<file path="src/design/hmbd_pkg.sv">
// ----------------------------------------------------------------------------
// hmbd_pkg: shared types and constants of the handheld memory bus decoder
// Region codes, I/O slot codes and the decoded item passed front to back.
// ----------------------------------------------------------------------------
`default_nettype none
package hmbd_pkg;

  localparam int RomBankBytes   = 16384;
  localparam int VramBytes      = 8192;
  localparam int WramBytes      = 8192;
  localparam int SpriteRamBytes = 160;
  localparam int HighRamBytes   = 127;

  localparam int VramAw   = $clog2(VramBytes);
  localparam int WramAw   = $clog2(WramBytes);
  localparam int SpriteAw = $clog2(SpriteRamBytes);
  localparam int HighAw   = $clog2(HighRamBytes);
  localparam int RomAw    = 19;

  typedef enum logic [3:0] {
    REG_ROM0, REG_ROMX, REG_VRAM, REG_CRAM, REG_WRAM, REG_SPRITE,
    REG_UNUSED, REG_IO, REG_HRAM, REG_IE
  } region_t;

  // io register slots
  typedef enum logic [4:0] {
    IO_SB, IO_SC, IO_DIV, IO_TIMA, IO_TMA, IO_TAC, IO_IF, IO_LCDC, IO_STAT,
    IO_SCY, IO_SCX, IO_LYC, IO_DMA, IO_BGP, IO_OBP0, IO_OBP1, IO_WY, IO_WX,
    IO_JOYP, IO_LY, IO_BOOT, IO_NONE
  } io_slot_t;

  localparam int IoCount = 18;

  typedef struct packed {
    logic        wr;
    region_t     region;
    io_slot_t    slot;
    logic [12:0] offset;
    logic [13:0] rom_off;
    logic [7:0]  data;
    logic [7:0]  buttons;
    logic [7:0]  line;
  } dec_item_t;

endpackage
`default_nettype wire

</file>
<file path="src/design/hmbd_queue.sv">
// ----------------------------------------------------------------------------
// hmbd_queue: two-entry queue of decoded items between front and back
// ----------------------------------------------------------------------------
`default_nettype none
module hmbd_queue (
  input  wire logic                clk,
  input  wire logic                rst,
  input  wire logic                in_valid,
  output logic                     in_ready,
  input  hmbd_pkg::dec_item_t      in_item,
  output logic                     out_valid,
  input  wire logic                out_ready,
  output hmbd_pkg::dec_item_t      out_item
);

  hmbd_pkg::dec_item_t slots [2];
  logic       wptr;
  logic       rptr;
  logic [1:0] count;
  logic       do_push;
  logic       do_pop;

  assign in_ready  = count != 2'd2;
  assign out_valid = count != 2'd0;
  assign out_item  = slots[rptr];
  assign do_push   = in_valid && in_ready;
  assign do_pop    = out_valid && out_ready;

  always_ff @(posedge clk) begin
    if (rst) begin
      wptr  <= 1'b0;
      rptr  <= 1'b0;
      count <= 2'd0;
    end else begin
      if (do_push) wptr <= !wptr;
      if (do_pop) rptr <= !rptr;
      count <= 2'(count + {1'b0, do_push} - {1'b0, do_pop});
    end
  end

  always_ff @(posedge clk) begin
    if (do_push) begin
      slots[wptr] <= in_item;
    end
  end

  assert property (@(posedge clk) disable iff (rst) count <= 2'd2)
    else $error("queue count overflow");
  assert property (@(posedge clk) disable iff (rst)
    (count == 2'd2 && !do_pop) |=> count == 2'd2)
    else $error("queue lost an item");
  assert property (@(posedge clk) disable iff (rst)
    (count == 2'd0 && !do_push) |=> count == 2'd0)
    else $error("queue invented an item");

endmodule
`default_nettype wire

</file>
<file path="config.mk">
export PLATFORM = sky130hd
export DESIGN_NAME = hmbd_queue
export DESIGN_NICKNAME = d
export VERILOG_FILES = /design/src/design/hmbd_pkg.sv /design/src/design/hmbd_queue.sv
export SDC_FILE = /design/constraint.sdc
export NUM_CORES = 1
export LEC_CHECK = 0
export BUFFER_PORTS_ARGS = -buffer_cell sky130_fd_sc_hd__buf_4
export CORE_UTILIZATION = 56
export DETAILED_ROUTE_END_ITERATION = 8
export GPL_TIMING_DRIVEN = 1
export PLACE_DENSITY = 0.92
export SYNTH_ARGS = -nofsm -noshare
export SYNTH_HDL_FRONTEND = slang
export SYNTH_SLANG_ARGS = --single-unit
</file>
<file path="constraint.sdc">
create_clock -name clk -period 4.2 [get_ports clk]
set_input_delay 0.84 -clock clk [delete_from_list [all_inputs] [get_ports clk]]
set_output_delay 0.84 -clock clk [all_outputs]
set_load 0.02 [all_outputs]
</file>
==> results of run 1 <==
==> critical path, delay by kind of cell (launching register included) <==
family   cells  cell delay (ps)
flops        1              860
buf+inv      2              540
mux          1              370
==> final timing paths <==
path | from | end | slack, ps
max | flop | out_item[31] | 1070
min | rptr | rptr | 510
max reg2reg | count[0] | slots[0][41] | 1950
min reg2reg | rptr | rptr | 510
==> power by group through the flow <==
stage               logic, mW  registers [mW]  clock network (mW)
floorplan               0.513            1.59                   0
global placement        0.780            1.63                   0
detailed placement      0.794            1.64                   0
CTS                     0.800            1.61                1.43
global route            0.842            1.63                1.49
finish                  0.791            1.61                1.41
==> cells in the mapped netlist (all sizes together) <==
master	instances	area (µm²)
edfxtp	122	3660
mux2	61	687
buf	7	72.6
dfxtp	5	100
nor2	4	15.0
and3	2	18.8
nor2b	2	12.5
o21ai	2	10.0
a21bo	1	10.0
a21oi	1	5.00
ha	1	12.5
inv	1	3.75
nand2b	1	6.26
nand3	1	5.00
nand3b	1	7.51
nor3	1	10.0
nor4	1	6.26
nor4bb	1	16.3
o21ba	1	10.0
o31a	1	8.76
or2	1	6.26
xor2	1	8.76
==> layout make-up <==
type / count / area [µm²]
sequential: 127 / 3760
clock inverter: 15 / 169
multi-input combinational: 84 / 856
tap: 105 / 131
fill: 454 / 1850
inverter: 1 / 3.75
clock buffer: 17 / 414
timing repair buffer: 132 / 991
==> logic make-up (layout without fill, tap and decap cells) <==
| family | count (synthesis) | count (layout) | synth area share |
|---|---|---|---|
| AOI/OAI and AO/OA | 6 | 6 | 0.00932 |
| DFF | 127 | 127 | 0.801 |
| buffers and inverters | 8 | 165 | 0.0163 |
| and+or+nand+nor | 15 | 15 | 0.0221 |
| xor gates and xnor gates | 1 | 1 | 0.00187 |
| muxes | 61 | 61 | 0.146 |
| adders and majority gates | 1 | 1 | 0.00266 |
==> flip-flops by register name, indices dropped and copies added, names as in the netlist, named ones only <==
register / cells
count: 2
slots: 122
wptr: 1
rptr: 1
==> per-layer routing <==
| layer | track usage | routed length [µm] |
|---|---|---|
| met1 | 0.233 | 3190 |
| met2 | 0.333 | 4270 |
| met3 | 0.0764 | 517 |
| met4 | 0.0615 | 73 |
| met5 | 0 | 0 |
==> stage by stage <==
| stage | std cells | hold WS (ps) |
|---|---|---|
| floorplan | 219 | 472 |
| global placement | 449 | 484 |
| detailed placement | 449 | 487 |
| CTS | 481 | 495 |
| global route | 481 | 487 |
| finish | 481 | 505 |
==> metrics, run 1 <==
IO buf count 127; critical-path cell list buf_4 -> mux2_1 -> buf_4; RSZ-0062 raised after global routing no; Fmax 320 MHz; P&R area growth vs syn 34.8%; Final Hold Fails 0; Flop pwr share 0.423; DRC errors left 0; synth unique cells 26; pre-CTS setup slack 1590 ps; Crit path top cell by count buf_4; RD Place Congestion 0.678; post-layout net count 429; Power Density 602 mW/mm²; Crit. End Element output pin; setup bufs post-CTS 0; iteration-0 DRC count of the detailed router 106; Rows 33; starting density of the core 0.574; vias in the first global route 2498; initial antenna violation count 0; cell area after layout 0.00633 mm²; Clock power frac 0.370; DPL Wire Length 5.22 mm; worst-path maximum fanout 33; final slew viol count 0; die area 0.00876 mm²; Worst EP arrival 2290 ps; leakage power total 2.40 nW; DR vias/cell 5.11; Mapped Cells 219; clock net sink count 127; Cell Area, Synth 0.00470 mm²; CORE AREA 0.00818 mm²; syn nets 285; Req. time, crit path 3360 ps; CTS tree built; Util after Layout 0.774; routed vias 2456; # diodes 0; Syn Area/Cell 21.4 µm²; hold buffer count at cts 0; Internal 2.80 mW; startpoint type of the worst setup path flop; Slowest Stage Delay on Critical Path 860 ps; switch share 0.265; WHS Path Cells 2; wire length of the first global-routing pass 12.3 mm; switching power 1.01 mW; layout cells sized above 1 0.447; most frequent cells in the layout 132 x buf_4, 122 x edfxtp_1, 60 x mux2_1; die extent in x 93.6 µm; pin slew with the least headroom to its limit 822 ps; Layout Skew 5.33 ps; CTS H-Tree Depth 4; hold crit path type flop to flop; Skew-Pair Late Insertion Delay 500 ps; commonest non-fill, non-tap cell in the layout buf_4; maximum clock insertion buffer count 2; final worst-path cycle share 0.745; DRT antenna net count 0; post-place instance area 0.00575 mm²; Clock Pin Slew Worst Setup and Hold Paths 50 ps; Worst VDD drop 0.361 mV; Setup CP Type flop to output pin; # Max-Cap Violations 0; Slew headroom 0.452; Reg2Reg Depth 4; register area share after synthesis 0.801; post-cts resize count 0; CTS root buf clkbuf_8; GRT Total Usage 0.197; pin count of the biggest net entering global routing 37; Synth Register Bits 127; I/O Pins 128; setup ws final 1070 ps; die height 93.6 µm; global route total overflow 0; total power 3.81 mW; logic gate share of total power 0.207; Ys Warns 0; critical path's slowest cell dfxtp_2; Final setup viols 0; status completed; WL/cell 16.7 µm; CTS Buf Count 17; Setup TNS 0 ps; Min Clock Period, post-route 3130 ps; TritonRoute pass-1 iters 4; Post-Route WL 8.05 mm
(Power assumes the default switching activity.)
==> inputs of run 2 (changes only) <==
- CORE_UTILIZATION: 56 -> 47
- PLACE_DENSITY: 0.92 -> 0.84
- clock period: 4.2 -> 2.85 ns (I/O delays scaled with it)
==> metrics, run 2 (synthesized netlist as in run 1, its figures left out) <==
CTS tree built; post-cts resize count 0 (unchanged); R2R Setup Slk 990 ps (-960 ps); Req. time, crit path 2280 ps (-1080 ps); switch share 0.248 (-0.0169); die height 102 µm (+9.0%); CTS Buf Count 17 (unchanged); R2R Path Start count[0]; # diodes 0 (unchanged); most frequent cells in the layout 131 x buf_4, 122 x edfxtp_1, 60 x mux2_1; Crit path max-delay family buffers and inverters; RR Endpoint slots[0][0]; hold crit path type input port to flop; Min Clock Period, post-route 2340 ps; critical-path cell list buf_4 -> mux2_1 -> buf_4; Fmax 427 MHz; WHS Path Cells 1 (-1); pin slew with the least headroom to its limit 485 ps (-337 ps); pin count of the biggest net entering global routing 41 (+11%); RD Place Congestion 0.725 (+7.0%); area of the multi-input gates 856 µm² (unchanged); vias in the first global route 2472 (-1.0%); iteration-0 DRC count of the detailed router 67 (-37%); global route total overflow 0 (unchanged); starting density of the core 0.483 (-0.0917); wire length of the first global-routing pass 11.9 mm (-2.7%); Final Hold Fails 0 (unchanged); cell area after layout 0.00641 mm² (+1.2%); worst path buffer plus inverter count 2 (unchanged); CTS H-Tree Depth 4 (unchanged); switching power 1.41 mW (+40%); register bank with the most flops slots; Power Density 889 mW/mm² (+48%); DRC errors left 0 (unchanged); leakage power total 2.44 nW (+1.6%); Register Area 0.00376 mm² (unchanged); Rows 36 (+9.1%); routed vias 2459 (+0.12%); Crit. End Element output pin; Layout Skew 8.09 ps (+2.77 ps); TritonRoute pass-1 iters 5 (+1); GRT Total Usage 0.162 (-0.0355); maximum clock insertion buffer count 2 (unchanged); post-place instance area 0.00579 mm² (+0.83%); die area 0.0104 mm² (+19%); Post-Route WL 8.19 mm (+1.8%); P&R area growth vs syn 36.4%; CTS root buf clkbuf_8; worst-path maximum fanout 33 (unchanged); die extent in x 102 µm (+9.0%); setup bufs post-CTS 0 (unchanged); commonest non-fill, non-tap cell in the layout buf_4; final worst-path cycle share 0.823; Clock power frac 0.377 (+0.007); final slew viol count 0 (unchanged); Slew headroom 0.676 (+0.224); CORE AREA 0.00973 mm² (+19%); hold path endpoint slots[0][20]; Internal 4.28 mW (+53%); Worst EP arrival 1770 ps (-520 ps); critical path's slowest cell mux2_1; hold buffer count at cts 0 (unchanged); max FFs per register 122 (unchanged); logic gate share of total power 0.215 (+0.008); clock net sink count 127 (unchanged); Crit path top cell by count buf_4; Final setup viols 0 (unchanged); DRT antenna net count 0 (unchanged); DPL Wire Length 5.40 mm (+3.4%); number of cells on the critical path 3 (unchanged); RSZ-0062 raised after global routing no; IO buf count 127 (unchanged); I/O Pins 128 (unchanged); Flop pwr share 0.408 (-0.015); DR vias/cell 4.83 (-5.4%); layout cells sized above 1 0.447 (unchanged); post-layout net count 429 (unchanged); initial antenna violation count 0 (unchanged); status completed; Clock Pin Slew Worst Setup and Hold Paths 50 ps (about the same); Setup CP Type flop to output pin; Reg2Reg Depth 4 (unchanged); # fillers 707 (+56%); Setup TNS 0 ps (unchanged); Skew-Pair Late Insertion Delay 500 ps (about the same); WL/cell 16.1 µm (-3.8%); Regs by FF count slots (122), count (2); # Max-Cap Violations 0 (unchanged); Worst VDD drop 0.406 mV (+12%); startpoint type of the worst setup path flop; Hold Crit Start in_item[20]; Slowest Stage Delay on Critical Path 390 ps (-470 ps)
-- run 2: cell count changes in the layout (fill, tap and decap cells not counted), sizes merged --
cell,change
clkinv,-3
clkinvlp,-5
inv,-2
clkbuf,+10
-- run 2: routing by layer --
metal	routed length, µm	vias up	global-route usage	part of all wire
li1	-	1159	-	-
met1	3410	1199	0.200	0.42
met2	4160	96	0.256	0.51
met3	584	5	0.0588	0.071
met4	41	0	0.0736	0.0050
met5	0	-	0	0
-- run 2: power groups by stage --
stage               combinational (mW)  clock (mW)  sequential, mW
floorplan                        0.756           0            2.34
global placement                  1.22           0            2.34
detailed placement                1.24           0            2.36
CTS                               1.24        2.19            2.32
global route                      1.30        2.28            2.34
finish                            1.22        2.15            2.32
-- run 2: cell type report --
type                       instances  area share
timing repair buffer             132       0.157
sequential                       127       0.588
clock buffer                      27      0.0799
tap                              133      0.0260
inverter                           1    0.000586
clock inverter                     5      0.0156
multi-input combinational         84       0.134
-- run 2: stage by stage --
step	setup slack [ps]	total power [mW]	util	hold slack, ps	cells
after detailed placement	918	3.60	0.596	507	477
after global placement	963	3.56	0.596	489	477
after CTS	461	5.76	0.658	221	509
final	505	5.69	0.658	250	509
after floorplan	419	3.10	-	472	219
after global routing	397	5.92	0.658	221	509
-- run 2: worst max-delay path by stage --
stage / start / end / slack (ps)
after CTS: flop / out_item[46] / 460
after floorplan: count[0] / slots[0][0] / 420
after detailed placement: in_valid / slots[0][31] / 920
after global placement: in_valid / slots[0][49] / 960
after global routing: flop / out_item[56] / 400
final: flop / out_item[40] / 510
==> inputs of run 3 (changes only) <==
- clock period: 2.85 -> 2 ns (I/O delays scaled with it)
==> metrics, run 3 (synthesized netlist as in run 1, its figures left out) <==
Regs by FF count slots (122), count (2); final hold slack 81.6 ps (-169 ps); critical-path cell list buf_12 -> mux2_1 -> buf_4; # Max-Cap Violations 0 (unchanged); CTS root buf clkbuf_8; failing checks negative setup slack; startpoint type of the worst setup path flop; Final Hold Fails 0 (unchanged); status complete, but fails checks; WL/cell 16.9 µm (+5.1%); Req. time, crit path 1600 ps (-680 ps); Worst VDD drop 0.715 mV (+76%); Register Area 0.00377 mm² (about the same); GRT Total Usage 0.165 (+0.00362); die extent in x 102 µm (unchanged); Clock Pin Slew Worst Setup and Hold Paths 60 ps (about the same); Skew-Pair Late Insertion Delay 500 ps (about the same); routed vias 2483 (+0.98%); Slowest Stage Delay on Critical Path 390 ps (about the same); max FFs per register 122 (unchanged); Post-Route WL 8.64 mm (+5.5%); leakage power total 2.54 nW (+4.4%); TritonRoute pass-1 iters 4 (-1); Crit. End Element output pin; initial antenna violation count 0 (unchanged); die height 102 µm (unchanged); pre-CTS setup slack 321 ps (-597 ps); post-place instance area 0.00584 mm² (+0.76%); final worst-path cycle share 1.01; Setup CP Type flop to output pin; global route total overflow 0 (unchanged); DRT antenna net count 0 (unchanged); register bank with the most flops slots; final slew viol count 0 (unchanged); # fillers 668 (-5.5%); Layout Skew 9.42 ps (+1.32 ps); pin count of the biggest net entering global routing 36 (-12%); post-layout net count 431 (+0.47%); I/O Pins 128 (unchanged); cell area after layout 0.00662 mm² (+3.3%); CTS tree built; commonest non-fill, non-tap cell in the layout edfxtp_1; Min Clock Period, post-route 2010 ps; starting density of the core 0.483 (unchanged); Final setup viols 12 (+12); critical path's slowest cell dfxtp_4; CTS H-Tree Depth 4 (unchanged); Rows 36 (unchanged); total power 8.16 mW (+43%); most frequent cells in the layout 122 x edfxtp_1, 101 x buf_4, 31 x mux2_1; iteration-0 DRC count of the detailed router 62 (-7.5%); area of the multi-input gates 972 µm² (+14%); Power Density 1230 mW/mm² (+39%); RD Place Congestion 0.673 (-7.2%); Fmax 497 MHz; IO buf count 127 (unchanged); RSZ-0062 raised after global routing yes; maximum clock insertion buffer count 2 (unchanged); die area 0.0104 mm² (unchanged); Worst EP arrival 1610 ps (-160 ps); P&R area growth vs syn 40.9%; clock net sink count 127 (unchanged); worst-path maximum fanout 26 (-21%); wire length of the first global-routing pass 12.3 mm (+3.2%); layout cells sized above 1 0.516 (+0.0691); vias in the first global route 2541 (+2.8%); hold crit path type input port to flop; Slew headroom 0.760 (+0.0842); hold buffer count at cts 0 (unchanged); CTS Buf Count 17 (unchanged); setup ws final -11.4 ps (-517 ps); DPL Wire Length 5.16 mm (-4.4%); DRC errors left 0 (unchanged); # diodes 0 (unchanged); pin slew with the least headroom to its limit 360 ps (-126 ps); CORE AREA 0.00973 mm² (unchanged); DR vias/cell 4.86 (+0.58%)
run 3: cell count changes in the layout (fill, tap and decap cells not counted), moves of 2 or more:
cell / change
clkbuf_8: -6
buf_6: +28
clkinv_1: +4
mux2_1: -29
buf_12: +4
buf_4: -30
mux2_4: +29
clkinv_2: +2
run 3: layer usage:
| layer | GRT usage | wire, µm | vias up |
|---|---|---|---|
| li1 | - | - | 1157 |
| met1 | 0.177 | 3320 | 1242 |
| met2 | 0.295 | 4790 | 80 |
| met3 | 0.0629 | 492 | 4 |
| met4 | 0.0659 | 45 | 0 |
| met5 | 0 | 0 | - |
run 3: worst max-delay path, delay by kind of cell (launching register included):
family	cells	cell delay, ps
DFF	1	390
buffers and inverters	2	360
muxes	1	350
run 3: final cells by class:
| class | instances | share of cell area |
|---|---|---|
| clock buffer | 22 | 0.0654 |
| clock inverter | 10 | 0.0144 |
| inverter | 1 | 0.00113 |
| multi-input combinational | 84 | 0.147 |
| sequential | 127 | 0.570 |
| tap | 133 | 0.0252 |
| timing repair buffer | 134 | 0.177 |
run 3: repair_timing:
item / 4_1_cts / 5_1_grt
setup endpoints to repair: 61 / 61
pin swaps: 0 / 0
cloned: 1 / 0
gates resized for setup: 15 / 47
buffers inserted: 1 / 0
run 3: through the flow:
step | instances | setup TNS (ps) | utilization
final | 511 | -70.6 | 0.680
after global routing | 511 | -2550 | 0.680
after CTS | 512 | -2680 | 0.664
after detailed placement | 478 | 0 | 0.600
after global placement | 478 | 0 | 0.600
after floorplan | 219 | 0 | -
run 3: power breakdown:
part	internal [mW]	switching, mW
combinational	1.06	1.04
sequential	3.24	0.0963
clock	1.74	0.984
total	6.04	2.12
run 3: final timing paths:
kind,start,to,slack (ps),cells after the start
max reg2reg,count[1],count[1],320,6
max,flop,out_item[0],-10,3
min reg2reg,rptr,rptr,550,2
min,in_item[53],slots[0][53],80,1
