### src/design/hmbd_pkg.sv
// ----------------------------------------------------------------------------
// hmbd_pkg: shared types and constants of the handheld memory bus decoder
// Region codes, I/O slot codes and the decoded item passed front to back.
// ----------------------------------------------------------------------------
`default_nettype none
package hmbd_pkg;

  localparam int RomBankBytes   = 16384;
  localparam int VramBytes      = 8192;
  localparam int WramBytes      = 8192;
  localparam int SpriteRamBytes = 160;
  localparam int HighRamBytes   = 127;

  localparam int VramAw   = $clog2(VramBytes);
  localparam int WramAw   = $clog2(WramBytes);
  localparam int SpriteAw = $clog2(SpriteRamBytes);
  localparam int HighAw   = $clog2(HighRamBytes);
  localparam int RomAw    = 19;

  typedef enum logic [3:0] {
    REG_ROM0, REG_ROMX, REG_VRAM, REG_CRAM, REG_WRAM, REG_SPRITE,
    REG_UNUSED, REG_IO, REG_HRAM, REG_IE
  } region_t;

  // io register slots
  typedef enum logic [4:0] {
    IO_SB, IO_SC, IO_DIV, IO_TIMA, IO_TMA, IO_TAC, IO_IF, IO_LCDC, IO_STAT,
    IO_SCY, IO_SCX, IO_LYC, IO_DMA, IO_BGP, IO_OBP0, IO_OBP1, IO_WY, IO_WX,
    IO_JOYP, IO_LY, IO_BOOT, IO_NONE
  } io_slot_t;

  localparam int IoCount = 18;

  typedef struct packed {
    logic        wr;
    region_t     region;
    io_slot_t    slot;
    logic [12:0] offset;
    logic [13:0] rom_off;
    logic [7:0]  data;
    logic [7:0]  buttons;
    logic [7:0]  line;
  } dec_item_t;

endpackage
`default_nettype wire

### src/design/hmbd_front.sv
// ----------------------------------------------------------------------------
// hmbd_front: address classification
// Registers each accepted item with its region, io slot and local offset.
// ----------------------------------------------------------------------------
`default_nettype none
module hmbd_front (
  input  wire logic               clk,
  input  wire logic               rst,
  input  wire logic               in_valid,
  output logic                    in_ready,
  input  wire logic               req_type,
  input  wire logic [15:0]        bus_addr,
  input  wire logic [7:0]         write_data,
  input  wire logic [7:0]         button_state,
  input  wire logic [7:0]         current_line,
  output logic                    out_valid,
  input  wire logic               out_ready,
  output hmbd_pkg::dec_item_t     out_item
);

  hmbd_pkg::dec_item_t item_next;
  logic [15:0] off16;
  logic [7:0]  sprite_off;

  assign in_ready = !out_valid || out_ready;

  always_comb begin
    item_next = '0;
    item_next.wr = req_type;
    item_next.data = write_data;
    item_next.buttons = button_state;
    item_next.line = current_line;
    item_next.rom_off = bus_addr[13:0];
    item_next.slot = hmbd_pkg::IO_NONE;
    off16 = 16'(bus_addr - 16'hE000);
    sprite_off = 8'(bus_addr - 16'hFE00);
    if (bus_addr < 16'h4000) item_next.region = hmbd_pkg::REG_ROM0;
    else if (bus_addr < 16'h8000) item_next.region = hmbd_pkg::REG_ROMX;
    else if (bus_addr < 16'hA000) item_next.region = hmbd_pkg::REG_VRAM;
    else if (bus_addr < 16'hC000) item_next.region = hmbd_pkg::REG_CRAM;
    else if (bus_addr < 16'hFE00) item_next.region = hmbd_pkg::REG_WRAM;
    else if (bus_addr < 16'hFEA0) item_next.region = hmbd_pkg::REG_SPRITE;
    else if (bus_addr < 16'hFF00) item_next.region = hmbd_pkg::REG_UNUSED;
    else if (bus_addr < 16'hFF80) item_next.region = hmbd_pkg::REG_IO;
    else if (bus_addr < 16'hFFFF) item_next.region = hmbd_pkg::REG_HRAM;
    else item_next.region = hmbd_pkg::REG_IE;
    unique case (item_next.region)
      hmbd_pkg::REG_VRAM:   item_next.offset = bus_addr[12:0];
      hmbd_pkg::REG_WRAM:   item_next.offset = (bus_addr < 16'hE000) ?
                              bus_addr[12:0] : off16[12:0];
      hmbd_pkg::REG_SPRITE: item_next.offset = {5'd0, sprite_off};
      hmbd_pkg::REG_HRAM:   item_next.offset = {6'd0, bus_addr[6:0]};
      default:              item_next.offset = '0;
    endcase
    unique case (bus_addr[7:0])
      8'h00: item_next.slot = hmbd_pkg::IO_JOYP;
      8'h01: item_next.slot = hmbd_pkg::IO_SB;
      8'h02: item_next.slot = hmbd_pkg::IO_SC;
      8'h04: item_next.slot = hmbd_pkg::IO_DIV;
      8'h05: item_next.slot = hmbd_pkg::IO_TIMA;
      8'h06: item_next.slot = hmbd_pkg::IO_TMA;
      8'h07: item_next.slot = hmbd_pkg::IO_TAC;
      8'h0F: item_next.slot = hmbd_pkg::IO_IF;
      8'h40: item_next.slot = hmbd_pkg::IO_LCDC;
      8'h41: item_next.slot = hmbd_pkg::IO_STAT;
      8'h42: item_next.slot = hmbd_pkg::IO_SCY;
      8'h43: item_next.slot = hmbd_pkg::IO_SCX;
      8'h44: item_next.slot = hmbd_pkg::IO_LY;
      8'h45: item_next.slot = hmbd_pkg::IO_LYC;
      8'h46: item_next.slot = hmbd_pkg::IO_DMA;
      8'h47: item_next.slot = hmbd_pkg::IO_BGP;
      8'h48: item_next.slot = hmbd_pkg::IO_OBP0;
      8'h49: item_next.slot = hmbd_pkg::IO_OBP1;
      8'h4A: item_next.slot = hmbd_pkg::IO_WY;
      8'h4B: item_next.slot = hmbd_pkg::IO_WX;
      8'h50: item_next.slot = hmbd_pkg::IO_BOOT;
      default: item_next.slot = hmbd_pkg::IO_NONE;
    endcase
  end

  always_ff @(posedge clk) begin
    if (rst) begin
      out_valid <= 1'b0;
    end else if (in_ready) begin
      out_valid <= in_valid;
    end
  end

  always_ff @(posedge clk) begin
    if (in_ready && in_valid) begin
      out_item <= item_next;
    end
  end

endmodule
`default_nettype wire

### config.mk
export PLATFORM = sky130hd
export DESIGN_NAME = hmbd_front
export DESIGN_NICKNAME = d
export VERILOG_FILES = /design/src/design/hmbd_pkg.sv /design/src/design/hmbd_front.sv
export SDC_FILE = /design/constraint.sdc
export NUM_CORES = 1
export LEC_CHECK = 0
export BUFFER_PORTS_ARGS = -buffer_cell sky130_fd_sc_hd__buf_2
export CAP_MARGIN = 20
export CORE_ASPECT_RATIO = 0.5
export CORE_UTILIZATION = 45
export CTS_CLUSTER_DIAMETER = 80
export DETAILED_ROUTE_END_ITERATION = 10
export PLACE_DENSITY = 0.77
export SLEW_MARGIN = 20
export SYNTH_ARGS = -nofsm -noshare
export SYNTH_HDL_FRONTEND = slang
export SYNTH_SLANG_ARGS = --single-unit
### constraint.sdc
create_clock -name clk -period 6.85 [get_ports clk]
set_input_delay 1.0275 -clock clk [delete_from_list [all_inputs] [get_ports clk]]
set_output_delay 1.0275 -clock clk [all_outputs]
set_load 0.02 [all_outputs]
==> flow_metrics.py, run 1 <==
metrics = {
    "drt": {
        "dr.pass1.iters": 5,
        "drcViolationCount": 0,
        "routed.top_layer": "met4",
        "routed_via_density": 4.94,
        "wl_mm": 4.83,
        "route.met3.wl_um": 322,
        "met2_length_mm": 2.47,
        "wl_met1_mm": 1.99,
        "ant_nets": 0,
        "vias": 1670,
        "wire_per_inst_um": 14.3,
        "first_iter_violations": 51,
    },
    "sta": {
        "finalCritPeriodShare_pct": 36.8,
        "fin_skew_ns": 0.00288,
        "period_minus_slack_ns": 2.52,
        "holdWs_ns": 0.509,
        "setup-violations-final": 0,
        "max_freq_mhz": 396,
        "worstMarginPinSlew_ns": 0.735,
        "rsz0062_at_grt": "false",
        "tns_ns": 0,
        "final_hold_viol_count": 0,
        "slew_headroom_pct": 50.9,
        "drv_slew": 0,
    },
    "logic_synthesis": {
        "synthTopCellsByArea": "edfxtp_1 76%, a21boi_2 3.3%, nor2_1 2.3%",
        "synth_common_cells": "61 x edfxtp_1, 15 x nor2_1, 7 x a21boi_2, 7 x inv_1",
        "synth-warning-count": 0,
        "syn_area_per_cell_um2": 15.9,
        "netlist_area_um2": 2420,
        "yosysSeqAreaShare_pct": 76.6,
        "ys_ff_latch": 62,
        "synth_flop_cell": "edfxtp_1",
        "synth_cell_types": 38,
        "synthMostInstantiatedCell": "edfxtp_1",
        "synth_top_area_cell": "edfxtp_1",
        "synth-async-reset-ratio_pct": 0,
        "yosys.area.top_type_share_pct": 75.8,
        "synthesis.nets": 197,
        "syn_inst": 152,
        "synth_edf_count": 61,
    },
    "grt": {
        "grt_usage_pct": 17.4,
        "grt_overflow_total": 0,
        "grt_pass1_vias": 1406,
        "grt_pass1_wl_mm": 7.04,
        "grt_max_degree": 60,
        "antenna_found_initial": 0,
    },
    "final_layout": {
        "final_nets": 308,
        "syn_to_final_growth_pct": 33.5,
        "drive_gt1_share_pct": 49.6,
        "diodes": 0,
        "finalNonFillerCells": 338,
        "num-fill-cells": 394,
    },
    "placed_design": {
        "post-dp-hpwl_mm": 3.35,
        "portBuffers": 107,
        "gp_congestion": 0.742,
        "dp.cells": 322,
    },
    "critical_path": {
        "cp-start-kind": "primary input",
        "worst-endpoint-arrival_ns": 2.58,
        "critPathKind": "primary input to flop",
        "critPathMaxFanout": 12,
        "endpoint_kind": "flop",
        "rrSetupSlack_ns": 5.29,
        "reg2reg_to": "out_item[41]",
        "required_ns": 6.91,
        "critPathLaunch": "bus_addr[10]",
        "cp-endpoint": "out_item[41]",
        "worstRegToRegCells": 3,
        "r2r_start": "out_valid",
    },
    "min_path": {
        "hold_path.startpoint": "out_valid",
        "holdPathStages": 2,
        "hold_class": "flop to flop",
    },
    "run": {
        "cap_violations": 0,
    },
    "clocking": {
        "cts_tree": "done",
        "cts_root_buf": "clkbuf_8",
        "clk_pin_slew_ns": 0.06,
        "clock_path_buffers": 2,
        "clock_latency_ns": 0.33,
        "clock_sinks": 62,
        "postCtsResizedCells": 0,
        "numCtsBuffers": 9,
        "post_cts_buffers": 0,
        "htree_levels": 3,
        "cts_hold_buf": 0,
    },
    "run_status": {
        "status": "completed",
    },
    "die": {
        "dieArea_um2": 5680,
        "dieWidth_um": 106,
        "io_pins": 108,
        "chipHeight_um": 53.8,
        "start_util_pct": 47.9,
        "core_area_um2": 5040,
        "num_rows": 18,
    },
    "power_and_ir_drop": {
        "powerDensity_nw_per_um2": 273,
        "power.leakage_nw": 1.34,
        "peakVddDrop_uv": 108,
    },
}
==> state kept, by name (all words and copies together), names as in the netlist <==
signal	count
out_item	61
out_valid	1
==> per-stage QoR <==
stage | utilization [%] | area (um2) | worst slack, ns | power, mW
final | 63.9 | 3220 | 4.33 | 0.881
after floorplan | - | 2420 | 3.66 | 0.516
after CTS | 63.7 | 3210 | 4.09 | 0.889
after global placement | 59.6 | 3010 | 3.79 | 0.554
after detailed placement | 59.6 | 3010 | 3.72 | 0.558
after global routing | 63.9 | 3220 | 4.26 | 0.912
==> layer usage <==
| metal | vias up | global-route usage [%] |
|---|---|---|
| met4 | 0 | 6.25 |
| met2 | 64 | 28.7 |
| met1 | 798 | 21.2 |
| li1 | 803 | - |
| met5 | - | 0 |
| met3 | 5 | 7.26 |
==> logic make-up after synthesis <==
logic type,Yosys count,synth area share (%)
mux,1,0.414
xor+xnor,2,0.725
buf+inv,15,2.69
flops,62,76.6
compound gates,31,10.4
simple gates,41,9.17
==> power by group <==
part	internal, mW	switching [mW]
clock	0.202	0.129
sequential	0.444	0.00511
combinational	0.0340	0.0671
==> area by class of cell <==
type | count | area, um2 | share of cell area (%)
inverter | 7 | 26.3 | 0.815
sequential | 62 | 1850 | 57.4
multi-input combinational | 75 | 510 | 15.8
clock buffer | 11 | 131 | 4.07
timing repair buffer | 108 | 543 | 16.8
clock inverter | 5 | 73.8 | 2.29
tap | 70 | 87.6 | 2.72
==> worst max-delay path: stages <==
cell and delay [ns]:
buf_2 0.10, nand3_1 0.14, or4_4 0.56, o311ai_4 0.64, a21boi_2 0.11
==> worst min path at each step <==
| stage | end | slack (ns) |
|---|---|---|
| after global placement | out_valid | 0.49 |
| after detailed placement | out_valid | 0.50 |
| final | out_valid | 0.51 |
| after global routing | out_valid | 0.56 |
| after CTS | out_valid | 0.51 |
| after floorplan | out_valid | 0.73 |
==> placed cells by master (no fill, tap or decap), drive strengths merged, types with 3 or more instances in the layout <==
master,Yosys,final
a21boi,9,9
a21oi,4,4
and3,4,4
buf,3,108
clkbuf,5,11
clkinv,0,3
edfxtp,61,61
inv,7,7
nand2,4,4
nand2b,3,3
nor2,15,15
nor3,3,3
o21ai,5,5
No activity file was read; power rests on OpenSTA's default activity.
==> inputs of run 2 (changes only) <==
--- a/config.mk
+++ b/config.mk
@@ -5,13 +5,14 @@
 export SDC_FILE = /design/constraint.sdc
 export NUM_CORES = 1
 export LEC_CHECK = 0
+export ABC_AREA = 1
 export BUFFER_PORTS_ARGS = -buffer_cell sky130_fd_sc_hd__buf_2
 export CAP_MARGIN = 20
 export CORE_ASPECT_RATIO = 0.5
 export CORE_UTILIZATION = 45
 export CTS_CLUSTER_DIAMETER = 80
 export DETAILED_ROUTE_END_ITERATION = 10
-export PLACE_DENSITY = 0.77
+export PLACE_DENSITY = 0.76
 export SLEW_MARGIN = 20
 export SYNTH_ARGS = -nofsm -noshare
 export SYNTH_HDL_FRONTEND = slang
==> constraint.sdc (replaced) <==
create_clock -name clk -period 2.51 [get_ports clk]
set_input_delay 0.3765 -clock clk [delete_from_list [all_inputs] [get_ports clk]]
set_output_delay 0.3765 -clock clk [all_outputs]
set_load 0.02 [all_outputs]
==> flow_metrics.py, run 2 <==
metrics = {
    "critical_path": {
        "cp-start-kind": "primary input",
        "slowest_delay_ns": 0.13,
        "cp_cell_sequence": "buf_2 -> inv_1 -> nor2_2 -> nand3_2 -> nor2_2 -> nand2_1 -> o21ai_0 -> nor2_1 -> nand3_2 -> nand2_1",
        "r2r_start": "out_valid",
        "required_ns": 2.60,
        "worst-endpoint-arrival_ns": 1.44,
        "critPathKind": "primary input to flop",
        "endpoint_kind": "flop",
        "critPathLaunch": "bus_addr[6]",
        "reg2reg_to": "out_item[14]",
        "cp_slowest_cell": "nor2_2",
        "rrSetupSlack_ns": 1.33,
        "critPathMaxFanout": 5,
        "worstRegToRegCells": 2,
    },
    "drt": {
        "ant_nets": 0,
        "vias": 1822,
        "dr.pass1.iters": 4,
        "wl_mm": 4.95,
        "routed_via_density": 4.62,
        "wire_per_inst_um": 12.6,
        "first_iter_violations": 59,
        "drcViolationCount": 0,
    },
    "min_path": {
        "hold_class": "primary input to flop",
        "hold_path.startpoint": "rst",
        "holdPathStages": 2,
        "min_to": "out_valid",
    },
    "run_status": {
        "status": "completed",
    },
    "logic_synthesis": {
        "synth-adder-area-share_pct": 0,
        "synth_mux_area_share_pct": 0,
        "synth_edf_count": 61,
        "synthesis.nets": 245,
        "syn_inst": 200,
        "synthTopCellsByArea": "edfxtp_1 74%, nand2_1 6.5%, inv_1 4.6%",
        "synth_flop_cell": "edfxtp_1",
        "synth_common_cells": "61 x edfxtp_1, 43 x nand2_1, 30 x inv_1",
        "ys_ff_latch": 62,
        "synth-xor-area-share_pct": 0,
        "synthMostInstantiatedCell": "edfxtp_1",
        "synth-async-reset-ratio_pct": 0,
        "syn_area_per_cell_um2": 12.4,
        "yosys.area.top_type_share_pct": 74.1,
        "synth_compound_area_share_pct": 3.39,
        "synth_cell_types": 16,
        "synthSimpleGateAreaFrac_pct": 17.0,
        "yosysSeqAreaShare_pct": 74.9,
        "synth_top_area_cell": "edfxtp_1",
        "synth_top_family_by_area": "simple AND/OR/NAND/NOR gates",
        "synth-warning-count": 0,
        "netlist_area_um2": 2470,
    },
    "power_and_ir_drop": {
        "power.share.combinational_pct": 11.1,
        "p_int_mw": 1.96,
        "seq_power_share_pct": 48.9,
        "peakVddDrop_uv": 366,
        "p_switching_mw": 0.545,
        "powerDensity_nw_per_um2": 747,
        "clkPwrFrac_pct": 40.0,
        "power.leakage_nw": 1.58,
        "switching_share_pct": 21.8,
    },
    "sta": {
        "slew_headroom_pct": 79.0,
        "period_minus_slack_ns": 1.36,
        "tns_ns": 0,
        "drv_slew": 0,
        "finalCritPeriodShare_pct": 54.0,
        "setup-violations-final": 0,
        "worstMarginPinSlew_ns": 0.315,
        "rsz0062_at_grt": "false",
        "max_freq_mhz": 737,
        "fin_skew_ns": 0.00267,
        "final_hold_viol_count": 0,
        "fin_ws_ns": 1.15,
    },
    "clocking": {
        "htree_levels": 3,
        "cts_root_buf": "clkbuf_8",
        "cts_tree": "done",
        "post_cts_buffers": 0,
        "clock_latency_ns": 0.33,
        "clock_path_buffers": 2,
        "cts_hold_buf": 0,
        "clock_sinks": 62,
        "numCtsBuffers": 9,
        "clk_pin_slew_ns": 0.06,
        "postCtsResizedCells": 0,
    },
    "die": {
        "chipHeight_um": 54.4,
        "dieArea_um2": 5810,
        "num_rows": 18,
        "start_util_pct": 48.3,
        "dieWidth_um": 107,
        "io_pins": 108,
        "core_area_um2": 5110,
    },
    "run": {
        "cap_violations": 0,
    },
    "placed_design": {
        "post-dp-hpwl_mm": 3.65,
        "gp_congestion": 0.804,
        "portBuffers": 107,
        "dp_slack_ns": 0.830,
    },
    "grt": {
        "grt_pass1_vias": 1668,
        "grt_overflow_total": 0,
        "grt_pass1_wl_mm": 7.36,
        "grt_usage_pct": 17.2,
        "grt_max_degree": 62,
        "antenna_found_initial": 0,
    },
    "final_layout": {
        "final_common_cell": "buf_2",
        "syn_to_final_growth_pct": 35.8,
        "diodes": 0,
        "drive_gt1_share_pct": 42.6,
        "final_nets": 364,
        "final_cell_mix": "107 x buf_2, 61 x edfxtp_1, 43 x nand2_1",
        "top_regs": "out_item: 61 flops, out_valid: 1 flops",
        "largest_reg_flops": 61,
        "regMostFlops": "out_item",
    },
}
-- run 2: through the flow --
stage / total power [mW] / area, um2 / hold slack, ns / util (%) / std cells
CTS: 2.54 / 3360 / 0.186 / 65.6 / 394
finish: 2.51 / 3360 / 0.202 / 65.6 / 394
global placement: 1.52 / 3130 / 0.509 / 61.1 / 378
global route: 2.60 / 3360 / 0.191 / 65.6 / 394
floorplan: 1.41 / 2480 / 0.446 / - / 200
detailed placement: 1.53 / 3130 / 0.536 / 61.1 / 378
-- run 2: power by group through the flow --
stage               clock [mW]  combinational, mW  sequential, mW
floorplan                    0             0.0740            1.33
global placement             0              0.275            1.25
detailed placement           0              0.280            1.25
CTS                       1.03              0.281            1.23
global route              1.07              0.301            1.23
finish                    1.00              0.278            1.23
-- run 2: kinds of logic (layout without fill, tap and decap cells) --
logic type / Yosys count / count (layout)
and+or+nand+nor: 91 / 91
DFF: 62 / 62
buffers and inverters: 31 / 155
AOI/OAI and AO/OA: 16 / 16
-- run 2: worst max-delay path: cells and delay by family --
kind / cells / cell delay [ns]
and+or+nand+nor: 7 / 0.75
buffers and inverters: 2 / 0.18
AOI/OAI and AO/OA: 1 / 0.13
-- run 2: worst max-delay path by stage --
stage                   end  slack, ns  cells past startpoint
2_1_floorplan   out_item[0]       0.61                      2
3_3_place_gp   out_item[51]       0.85                     10
3_5_place_dp   out_item[53]       0.83                     10
4_1_cts            in_ready       1.14                      2
5_1_grt        out_item[53]       1.05                     10
6_report       out_item[53]       1.15                     10
-- run 2: final cells by class --
type | instances | area (um2)
Inverter | 31 | 116
Tap cell | 70 | 87.6
Sequential cell | 62 | 1850
Timing Repair Buffer | 108 | 556
Fill cell | 408 | 1760
Clock inverter | 4 | 95.1
Clock buffer | 12 | 135
Multi-Input combinational cell | 107 | 514
-- run 2: per-layer routing --
metal / vias up / GRT usage (%) / wire (um)
li1: 919 / - / -
met4: 0 / 8.22 / 59
met1: 842 / 20.0 / 2160
met2: 53 / 30.9 / 2530
met3: 8 / 4.64 / 207
met5: - / 0 / 0
==> inputs of run 3 (changes only) <==
--- a/config.mk
+++ b/config.mk
@@ -5,14 +5,14 @@
 export SDC_FILE = /design/constraint.sdc
 export NUM_CORES = 1
 export LEC_CHECK = 0
-export ABC_AREA = 1
+export ABC_AREA = 0
 export BUFFER_PORTS_ARGS = -buffer_cell sky130_fd_sc_hd__buf_2
 export CAP_MARGIN = 20
 export CORE_ASPECT_RATIO = 0.5
-export CORE_UTILIZATION = 45
+export CORE_UTILIZATION = 42
 export CTS_CLUSTER_DIAMETER = 80
 export DETAILED_ROUTE_END_ITERATION = 10
-export PLACE_DENSITY = 0.76
+export PLACE_DENSITY = 0.75
 export SLEW_MARGIN = 20
 export SYNTH_ARGS = -nofsm -noshare
 export SYNTH_HDL_FRONTEND = slang
==> constraint.sdc (replaced) <==
create_clock -name clk -period 1.2 [get_ports clk]
set_input_delay 0.18 -clock clk [delete_from_list [all_inputs] [get_ports clk]]
set_output_delay 0.18 -clock clk [all_outputs]
set_load 0.02 [all_outputs]
==> flow_metrics.py, run 3 (synthesis gave the netlist of run 1 again) <==
metrics = {
    "grt": {
        "grt_max_degree": 23,
        "grt_pass1_vias": 1782,
        "grt_overflow_total": 0,
        "grt_usage_pct": 20.8,
        "antenna_found_initial": 0,
        "grt_pass1_wl_mm": 9.11,
    },
    "power_and_ir_drop": {
        "seq_power_share_pct": 43.0,
        "powerDensity_nw_per_um2": 1610,
        "power.leakage_nw": 1.58,
        "peakVddDrop_uv": 983,
        "power_mw": 5.98,
        "power.share.combinational_pct": 12.3,
        "clkPwrFrac_pct": 44.7,
        "switching_share_pct": 22.4,
        "p_switching_mw": 1.34,
        "p_int_mw": 4.64,
    },
    "final_layout": {
        "final_common_cell": "buf_2",
        "diodes": 0,
        "drive_gt1_share_pct": 59.1,
        "final_cell_mix": "100 x buf_2, 61 x edfxtp_1, 28 x buf_4",
        "largest_reg_flops": 61,
        "syn_to_final_growth_pct": 54.2,
        "postLayoutCoreUtil_pct": 67.5,
        "top_regs": "out_item: 61 flops, out_valid: 1 flops",
        "regMostFlops": "out_item",
        "final_nets": 338,
    },
    "sta": {
        "max_freq_mhz": 727,
        "period_minus_slack_ns": 1.37,
        "final_hold_viol_count": 0,
        "rsz0062_at_grt": "true",
        "fin_ws_ns": -0.175,
        "setup-violations-final": 13,
        "holdWs_ns": 0.0332,
        "fin_skew_ns": 0.00333,
        "finalCritPeriodShare_pct": 115,
        "drv_slew": 0,
        "tns_ns": -1.71,
        "slew_headroom_pct": 69.3,
        "worstMarginPinSlew_ns": 0.460,
    },
    "clocking": {
        "cts_root_buf": "clkbuf_16",
        "clock_latency_ns": 0.32,
        "htree_levels": 3,
        "clock_sinks": 62,
        "clk_pin_slew_ns": 0.05,
        "clock_path_buffers": 2,
        "numCtsBuffers": 9,
        "cts_tree": "done",
    },
    "run": {
        "cap_violations": 0,
    },
    "drt": {
        "wl_mm": 6.14,
        "routed_via_density": 5.01,
        "dr.pass1.iters": 4,
        "vias": 1860,
        "wire_per_inst_um": 16.5,
        "first_iter_violations": 95,
        "drcViolationCount": 0,
        "ant_nets": 0,
    },
    "critical_path": {
        "critPathTopFamily": "simple AND/OR/NAND/NOR gates",
        "critPathKind": "primary input to flop",
        "cp_cell_sequence": "buf_8 -> inv_8 -> or4_4 -> or4_4 -> a21boi_2",
        "slowest_delay_ns": 0.56,
        "cp_num_buf_inv": 2,
        "cp_slowest_cell": "or4_4",
        "critPathMaxFanout": 7,
        "worst-endpoint-arrival_ns": 1.55,
        "endpoint_kind": "flop",
        "cp-start-kind": "primary input",
        "cp_common_cell": "or4_4",
        "required_ns": 1.38,
    },
    "die": {
        "dieArea_um2": 6080,
        "core_area_um2": 5520,
        "start_util_pct": 43.8,
        "io_pins": 108,
        "dieWidth_um": 109,
        "chipHeight_um": 55.6,
        "num_rows": 19,
    },
    "placed_design": {
        "dp_slack_ns": -0.551,
        "portBuffers": 107,
        "post-dp-hpwl_mm": 3.94,
        "gp_congestion": 0.874,
    },
    "min_path": {
        "hold_class": "primary input to flop",
    },
    "run_status": {
        "status": "finished, violations left",
        "violations": "negative setup slack",
    },
}
==> run 3: layer usage <==
layer	global-route usage, %	up-vias	share of wire (%)
met2	35.2	78	53
met1	25.1	906	40
met5	0	-	0
met3	4.80	15	5.0
li1	-	861	-
met4	9.90	0	2.3
==> run 3: final timing paths <==
path | depth (start not counted) | startpoint | slack [ns] | endpoint
hold reg to reg | 2 | out_valid | 0.50 | out_valid
hold / removal | 1 | write_data[2] | 0.03 | out_item[18]
setup reg to reg | 3 | out_valid | 0.12 | out_item[54]
setup / recovery | 5 | bus_addr[11] | -0.17 | out_item[38]
==> run 3: power groups by stage <==
stage	logic, mW	registers, mW	clock network [mW]
2_1_floorplan	0.184	2.78	0
5_1_grt	0.784	2.58	2.81
6_report	0.738	2.57	2.67
4_1_cts	0.716	2.57	2.71
3_5_place_dp	0.685	2.61	0
3_3_place_gp	0.666	2.60	0
==> run 3: area by class of cell <==
| cell class | count | area [um2] |
|---|---|---|
| Sequential cell | 62 | 1860 |
| Fill cell | 375 | 1790 |
| Multi-Input combinational cell | 75 | 577 |
| Tap cell | 73 | 91.3 |
| Clock buffer | 11 | 233 |
| Inverter | 7 | 33.8 |
| Clock inverter | 5 | 73.8 |
| Timing Repair Buffer | 138 | 861 |
==> run 3: timing repair <==
item | in CTS | in global routing
hold buffers | 1 | 0
pin swaps | 1 | 1
buffers inserted | 2 | 0
hold endpoints to repair | 1 | 0
gates resized for setup | 11 | 11
setup endpoints to repair | 13 | 15
==> run 3: through the flow <==
step	std cells	instance area, um2
3_5_place_dp	352	3300
5_1_grt	371	3720
4_1_cts	371	3670
2_1_floorplan	152	2480
3_3_place_gp	352	3300
6_report	371	3720
